--- config.mk ---
export PLATFORM = sky130hd
export DESIGN_NAME = scaled_ycocg_to_bgra_pixel_top
export DESIGN_NICKNAME = d
export VERILOG_FILES = /design/src/rtl/core/sycb_pkg.sv /design/src/rtl/core/scaled_ycocg_to_bgra_pixel_top.sv /design/src/rtl/core/sycb_prep.sv /design/src/rtl/core/sycb_div_cell.sv /design/src/rtl/core/sycb_finish.sv
export SDC_FILE = /design/constraint.sdc
export NUM_CORES = 2
export LEC_CHECK = 0
export CAP_MARGIN = 30
export CORE_UTILIZATION = 39
export CTS_CLUSTER_SIZE = 25
export DETAILED_ROUTE_END_ITERATION = 8
export DONT_BUFFER_PORTS = 1
export HOLD_SLACK_MARGIN = 0.03
export PLACE_DENSITY = 0.55
export SYNTH_ARGS = -nofsm -noshare
export SYNTH_HDL_FRONTEND = slang
export SYNTH_SLANG_ARGS = --single-unit
--- constraint.sdc ---
create_clock -name aclk -period 12.81 [get_ports aclk]
set_clock_uncertainty 0.15 [all_clocks]
set_input_delay 2.562 -clock aclk [delete_from_list [all_inputs] [get_ports aclk]]
set_output_delay 2.562 -clock aclk [all_outputs]
set_load 0.005 [all_outputs]
--- src/rtl/core/sycb_pkg.sv ---
// ============================================================================
// sycb_pkg: shared types and constants of the scaled YCoCg to BGRA converter
// Item layouts, pipeline word and channel codes used by every stage.
// ============================================================================
`default_nettype none

package sycb_pkg;

    // Channel slots inside the pipeline word.
    localparam int NUM_CH   = 3;
    localparam int CH_BLUE  = 0;
    localparam int CH_GREEN = 1;
    localparam int CH_RED   = 2;

    // The numerator 16*k + 513*d is never negative and stays below 2^18.
    localparam int REM_W = 18;
    // The quotient numerator / (2*d) never exceeds 512.
    localparam int QUO_W = 10;
    // The divisor 2*d lies in 16..526.
    localparam int DIV_W = 10;
    // Width that holds the divisor at its largest shift.
    localparam int CMP_W = DIV_W + QUO_W;
    // Bias of 256 added to every quotient to keep the numerator positive.
    localparam int BIAS  = 256;

    localparam logic [7:0] ALPHA_OPAQUE = 8'd255;

    typedef struct packed {
        logic [7:0] co_byte;
        logic [7:0] cg_byte;
        logic [7:0] chroma_scale;
        logic [7:0] luma;
        logic [7:0] alpha_in;
        logic       last_pixel;
    } in_item_t;

    typedef struct packed {
        logic [7:0] blue;
        logic [7:0] green;
        logic [7:0] red;
        logic [7:0] alpha_out;
        logic       last_out;
    } out_item_t;

    // Word handed from cell to cell along the divider chain.
    typedef struct packed {
        logic [NUM_CH-1:0][REM_W-1:0] rem;
        logic [NUM_CH-1:0][QUO_W-1:0] quo;
        logic [DIV_W-1:0]             div2;
        logic [7:0]                   luma;
        logic [7:0]                   alpha;
        logic                         last;
    } work_t;

endpackage

`default_nettype wire

--- src/rtl/core/scaled_ycocg_to_bgra_pixel_top.sv ---
// ============================================================================
// scaled_ycocg_to_bgra_pixel_top: scaled YCoCg pixel to BGRA converter
// Turns decoded scaled YCoCg pixels into BGRA items, one per unstalled clock.
// ============================================================================
// The block takes one pixel item per clock when the output side is not held
// off and returns one BGRA item for each, in order. Each color channel is
// Y + 8*k/d with d = chroma_scale + 8, rounded to the nearest integer with
// ties toward positive infinity and clamped to 0..255. The division runs
// through a chain of ten identical cells, one quotient bit per cell, so the
// pipeline is one entry stage, ten divider cells and one output stage. Every
// stage has its own valid flag, so a new item is taken whenever any stage
// ahead has room, even while a finished result still waits on m_ready. The
// alpha_source register picks opaque alpha (0) or the alpha_in field (1); it
// resets to 0 and is meant to be written only while the block is empty.
`default_nettype none

module scaled_ycocg_to_bgra_pixel_top (
    input  wire logic                aclk,
    input  wire logic                aresetn,
    // Configuration register write.
    input  wire logic                cfg_wr_en,
    input  wire logic                cfg_wr_data,
    // Pixel items in.
    input  wire logic                s_valid,
    output logic                     s_ready,
    input  wire sycb_pkg::in_item_t  s_data,
    // BGRA items out.
    output logic                     m_valid,
    input  wire logic                m_ready,
    output sycb_pkg::out_item_t      m_data
);

    localparam int CELLS = sycb_pkg::QUO_W;

    logic alpha_source_reg;

    // Links of the chain: link 0 leaves the entry stage, link CELLS feeds the
    // output stage.
    logic            [CELLS:0] link_valid;
    logic            [CELLS:0] link_ready;
    sycb_pkg::work_t           link_data [CELLS+1];

    // The register is sampled as each item enters; the user must change it only
    // between images, when nothing is in flight; the block does not enforce this.
    always_ff @(posedge aclk) begin
        if (!aresetn) begin
            alpha_source_reg <= 1'b0;
        end else if (cfg_wr_en) begin
            alpha_source_reg <= cfg_wr_data;
        end
    end

    sycb_prep u_prep (
        .aclk         (aclk),
        .aresetn      (aresetn),
        .alpha_source (alpha_source_reg),
        .in_valid     (s_valid),
        .in_ready     (s_ready),
        .in_data      (s_data),
        .out_valid    (link_valid[0]),
        .out_ready    (link_ready[0]),
        .out_data     (link_data[0])
    );

    // The first cell settles the most significant quotient bit.
    for (genvar i = 0; i < CELLS; i++) begin : g_cell
        sycb_div_cell #(
            .BIT_IDX (CELLS - 1 - i)
        ) u_cell (
            .aclk      (aclk),
            .aresetn   (aresetn),
            .in_valid  (link_valid[i]),
            .in_ready  (link_ready[i]),
            .in_data   (link_data[i]),
            .out_valid (link_valid[i+1]),
            .out_ready (link_ready[i+1]),
            .out_data  (link_data[i+1])
        );
    end

    sycb_finish u_finish (
        .aclk      (aclk),
        .aresetn   (aresetn),
        .in_valid  (link_valid[CELLS]),
        .in_ready  (link_ready[CELLS]),
        .in_data   (link_data[CELLS]),
        .out_valid (m_valid),
        .out_ready (m_ready),
        .out_data  (m_data)
    );

endmodule

`default_nettype wire

--- src/rtl/core/sycb_prep.sv ---
// ============================================================================
// sycb_prep: entry stage
// Forms the biased numerators and the divisor of the three color channels.
// ============================================================================
`default_nettype none

module sycb_prep (
    input  wire logic             aclk,
    input  wire logic             aresetn,
    input  wire logic             alpha_source,
    input  wire logic             in_valid,
    output logic                  in_ready,
    input  wire sycb_pkg::in_item_t in_data,
    output logic                  out_valid,
    input  wire logic             out_ready,
    output sycb_pkg::work_t       out_data
);

    logic            valid_reg;
    sycb_pkg::work_t data_reg;
    sycb_pkg::work_t data_next;

    logic signed [9:0]  co;
    logic signed [9:0]  cg;
    logic signed [9:0]  k_blue;
    logic signed [9:0]  k_green;
    logic signed [9:0]  k_red;
    logic        [8:0]  d;
    logic signed [19:0] base;

    // Numerator 16*k + d + 512*d: floor of it over 2*d is the rounded value
    // plus the bias of 256.
    always_comb begin
        co      = signed'({2'b00, in_data.co_byte}) - 10'sd128;
        cg      = signed'({2'b00, in_data.cg_byte}) - 10'sd128;
        k_blue  = -(co + cg);
        k_green = cg;
        k_red   = co - cg;
        d       = {1'b0, in_data.chroma_scale} + 9'd8;
        base    = signed'({2'b00, d, 9'd0}) + signed'({11'd0, d});

        data_next = '0;
        data_next.rem[sycb_pkg::CH_BLUE]  =
            sycb_pkg::REM_W'(base + (20'(k_blue) <<< 4));
        data_next.rem[sycb_pkg::CH_GREEN] =
            sycb_pkg::REM_W'(base + (20'(k_green) <<< 4));
        data_next.rem[sycb_pkg::CH_RED]   =
            sycb_pkg::REM_W'(base + (20'(k_red) <<< 4));
        data_next.div2  = {d, 1'b0};
        data_next.luma  = in_data.luma;
        data_next.alpha = alpha_source ? in_data.alpha_in : sycb_pkg::ALPHA_OPAQUE;
        data_next.last  = in_data.last_pixel;
    end

    assign in_ready  = !valid_reg || out_ready;
    assign out_valid = valid_reg;
    assign out_data  = data_reg;

    always_ff @(posedge aclk) begin
        if (!aresetn) begin
            valid_reg <= 1'b0;
        end else if (in_ready) begin
            valid_reg <= in_valid;
        end
    end

    always_ff @(posedge aclk) begin
        if (in_valid && in_ready) begin
            data_reg <= data_next;
        end
    end

endmodule

`default_nettype wire

--- src/rtl/core/sycb_div_cell.sv ---
// ============================================================================
// sycb_div_cell: one cell of the divider chain
// Settles one quotient bit of each channel by a restoring compare and subtract.
// ============================================================================
`default_nettype none

module sycb_div_cell #(
    parameter int BIT_IDX = 0
) (
    input  wire logic            aclk,
    input  wire logic            aresetn,
    input  wire logic            in_valid,
    output logic                 in_ready,
    input  wire sycb_pkg::work_t in_data,
    output logic                 out_valid,
    input  wire logic            out_ready,
    output sycb_pkg::work_t      out_data
);

    logic            valid_reg;
    sycb_pkg::work_t data_reg;
    sycb_pkg::work_t data_next;
    logic [sycb_pkg::CMP_W-1:0] shifted;

    always_comb begin
        shifted   = sycb_pkg::CMP_W'(in_data.div2) << BIT_IDX;
        data_next = in_data;
        for (int ch = 0; ch < sycb_pkg::NUM_CH; ch++) begin
            if (sycb_pkg::CMP_W'(in_data.rem[ch]) >= shifted) begin
                data_next.rem[ch] = in_data.rem[ch] - shifted[sycb_pkg::REM_W-1:0];
                data_next.quo[ch][BIT_IDX] = 1'b1;
            end
        end
    end

    assign in_ready  = !valid_reg || out_ready;
    assign out_valid = valid_reg;
    assign out_data  = data_reg;

    always_ff @(posedge aclk) begin
        if (!aresetn) begin
            valid_reg <= 1'b0;
        end else if (in_ready) begin
            valid_reg <= in_valid;
        end
    end

    always_ff @(posedge aclk) begin
        if (in_valid && in_ready) begin
            data_reg <= data_next;
        end
    end

endmodule

`default_nettype wire

--- src/rtl/core/sycb_finish.sv ---
// ============================================================================
// sycb_finish: output stage
// Adds luma to each quotient, removes the bias, clamps and holds the result.
// ============================================================================
`default_nettype none

module sycb_finish (
    input  wire logic             aclk,
    input  wire logic             aresetn,
    input  wire logic             in_valid,
    output logic                  in_ready,
    input  wire sycb_pkg::work_t  in_data,
    output logic                  out_valid,
    input  wire logic             out_ready,
    output sycb_pkg::out_item_t   out_data
);

    localparam int SUM_W = sycb_pkg::QUO_W + 1;

    logic                 valid_reg;
    sycb_pkg::out_item_t  data_reg;
    sycb_pkg::out_item_t  data_next;
    logic [sycb_pkg::NUM_CH-1:0][7:0]       chan;
    logic [sycb_pkg::NUM_CH-1:0][SUM_W-1:0] sum;

    // The value is sum - 256; below the bias it clamps to 0, above 511 to 255.
    always_comb begin
        for (int ch = 0; ch < sycb_pkg::NUM_CH; ch++) begin
            sum[ch] = SUM_W'(in_data.luma) + SUM_W'(in_data.quo[ch]);
            if (sum[ch] < SUM_W'(sycb_pkg::BIAS)) begin
                chan[ch] = 8'd0;
            end else if (sum[ch] >= SUM_W'(2 * sycb_pkg::BIAS)) begin
                chan[ch] = 8'd255;
            end else begin
                chan[ch] = sum[ch][7:0];
            end
        end
        data_next.blue      = chan[sycb_pkg::CH_BLUE];
        data_next.green     = chan[sycb_pkg::CH_GREEN];
        data_next.red       = chan[sycb_pkg::CH_RED];
        data_next.alpha_out = in_data.alpha;
        data_next.last_out  = in_data.last;
    end

    assign in_ready  = !valid_reg || out_ready;
    assign out_valid = valid_reg;
    assign out_data  = data_reg;

    always_ff @(posedge aclk) begin
        if (!aresetn) begin
            valid_reg <= 1'b0;
        end else if (in_ready) begin
            valid_reg <= in_valid;
        end
    end

    always_ff @(posedge aclk) begin
        if (in_valid && in_ready) begin
            data_reg <= data_next;
        end
    end

endmodule

`default_nettype wire
==> summary.txt <==
Detailed routing
  • Via count: 28200
  • Drt drc: 0
  • Vias per cell: 5.11
  • WL final: 98.7 mm
  • Detail Route Antenna Nets: 0
  • Initial DRT Pass Iterations: 5
  • Routed WL per cell: 17.9 um
  • DRT iter0 DRCs: 1639

Timing
  • Final Hold Vio Count: 0
  • RSZ-0062 raised after global routing: no
  • Slew @ Worst Pin: 1.00 ns
  • Setup TNS: 0 ns
  • Slew headroom: 33.0%
  • Period minus WS final: 6.62 ns
  • Final setup violating endpoints: 0
  • Slew Limit Fails: 0
  • Tcrit/Tclk final: 51.7%
  • Fmax achieved: 151 MHz

Synth
  • Yosys top cell by area: edfxtp_1
  • Seq/Total Area, Yosys: 57.9%
  • Post-synth top cells: 904 x edfxtp_1, 348 x ha_1, 260 x nor2_1, 218 x a21oi_1, 218 x inv_1
  • Avg Cell Area, Syn: 12.8 um^2
  • Dominant cells by area after synthesis: edfxtp_1 57%, ha_1 9.2%, xnor2_1 2.8%
  • Most numerous cell in the Yosys netlist: edfxtp_1
  • Syn_nets: 4132
  • Flops & latches, synth: 917
  • Yosys warnings: 0
  • Async SR Flop Fraction: 0%
  • Top-area cell type share of the netlist area: 57.4%
  • Number of synthesized flops with an enable pin: 904
  • Gate count after technology mapping: 3702
  • Ys flop type: edfxtp_1
  • Synth cell types: 77
  • Mapped Area: 47300 um^2

Layout
  • Max reg flops: 803
  • Nets@finish: 4239
  • Share of layout cells above drive strength 1: 8.88%
  • # fillers: 10900
  • P&R area growth vs syn: 12.0%
  • N_diodes: 0

Worst setup path
  • CP Launch Type: input pin
  • Crit path DAT: 3.91 ns
  • Crit Reg-Reg Startpoint: g_cell[7].u_cell.out_data[95]
  • Worst path bufs/invs: 1
  • Worst path max stage delay: 0.40 ns
  • RR Endpoint: g_cell[8].u_cell.out_data[63]
  • Crit path max-delay family: simple AND/OR/NAND/NOR gates
  • CP Cell Sequence: nor4bb_1 -> buf_4 -> and4_1 -> and3_1 -> nand2_1
  • Worst Path Max Fanout: 6
  • Worst setup EP type: output port
  • Reg2reg setup slack: 8.68 ns
  • Worst reg2reg path depth: 7
  • WS Path Type: in2out
  • Slowest CP cell: and4_1
  • Critical Path RT: 10.10 ns

Placed design
  • Detailed placement HPWL: 76.4 mm
  • Final RePlAce weighted congestion: 0.862
  • Number of port buffers: 0

Worst hold path
  • Min-Delay Startpoint: g_cell[5].u_cell.out_data[5]
  • Hold EP: g_cell[6].u_cell.out_data[5]
  • Hold Path Class: reg2reg
  • WHS Path Cells: 0

Die
  • Initial Utilization: 39.4%
  • # IOs: 82
  • Row count: 127
  • DIE WIDTH: 350 um
  • Die area: 123000 um^2
  • Total core area: 120000 um^2
  • Die height: 350 um

Clock network
  • Post-CTS setup buffer count: 0
  • Max Buffers Root-to-Sink: 3
  • Resize count post-CTS: 0
  • Clock transition at path regs: 0.06 ns
  • Hold-fix buffers, CTS: 0
  • Cts bufs inserted: 101
  • H-Tree Depth: 3
  • Clk_lat worst skew: 0.67 ns
  • Clk root buf: clkbuf_16
  • CTS tree: built
  • CTS sink cnt: 917

Pwr
  • Worst vdd rail ir drop: 0.000120 V
  • Power Density: 133 nW/um^2
  • Total Power: 7.07 mW
  • LEAKAGE: 19.2 nW

Status
  • Outcome: finished, final reports clean

Global route
  • Remaining Overflow, GRT: 0
  • Number of global-route vias before repair: 27900
  • GRT Overall Usage: 16.0%
  • Largest net degree at the start of global routing: 75
  • Initial antenna violation count: 1
  • First-pass GRT wire length: 153 mm

Job
  • Maxcap violations: 0
==> where the power goes <==
group	leakage, nW	total, mW	switching, mW	internal (mW)
Combinational	9.08	0.702	0.378	0.324
Sequential	8.45	3.45	0.0544	3.40
Clock	1.68	2.92	1.15	1.77
==> worst max-delay path by stage <==
stage	endpoint	from	slack, ns	cells after the start
floorplan	g_cell[7].u_cell.out_data[0]	m_ready	2.23	3
finish	s_ready	m_ready	6.19	5
global placement	s_ready	m_ready	6.26	5
detailed placement	s_ready	m_ready	6.23	5
global route	s_ready	m_ready	6.10	5
CTS	s_ready	m_ready	6.20	5
==> metal layers <==
metal / wire length, um / vias to the layer above / track usage, %
li1: - / 14300 / -
met1: 41100 / 13200 / 18.2
met2: 50800 / 444 / 29.5
met3: 2790 / 189 / 2.39
met4: 4090 / 2 / 6.85
met5: 8 / - / 0
==> final cells by class <==
type | instances | area [um^2] | area share (%)
Clock buffer | 133 | 2820 | 5.32
Multi-Input combinational cell | 2538 | 19000 | 35.9
Tap cell | 1612 | 2020 | 3.81
Sequential cell | 917 | 27400 | 51.7
Timing Repair Buffer | 31 | 264 | 0.498
Inverter | 220 | 826 | 1.56
Clock inverter | 56 | 598 | 1.13
==> cell usage in the layout (no fill, tap or decap), types with 103 or more instances in the layout <==
master	netlist	routed
mux2_2	103	103
nand2_1	136	136
clkbuf_16	0	103
a21oi_1	218	218
o21ai_0	203	203
nor2_1	260	260
inv_1	218	218
ha_1	348	348
edfxtp_1	904	904
xnor2_1	153	153
==> metrics by stage <==
stage	hold WS, ns	instances	instance area [um^2]	utilization (%)	worst slack, ns
after global placement	0.251	5313	49500	41.2	6.26
final	0.245	5507	53000	44.1	6.19
after CTS	0.240	5506	52900	44.1	6.20
after floorplan	0.250	3702	47300	-	2.23
after global routing	0.248	5507	53000	44.1	6.10
after detailed placement	0.255	5317	49500	41.2	6.23
==> logic make-up after synthesis <==
family,synth area share [%]
xor gates and xnor gates,4.67
AOI/OAI and AO/OA,11.2
muxes,3.07
DFF,57.9
and+or+nand+nor,10.4
adders and majority gates,10.7
buffers and inverters,2.04
Power figures use the tool's default switching activity.
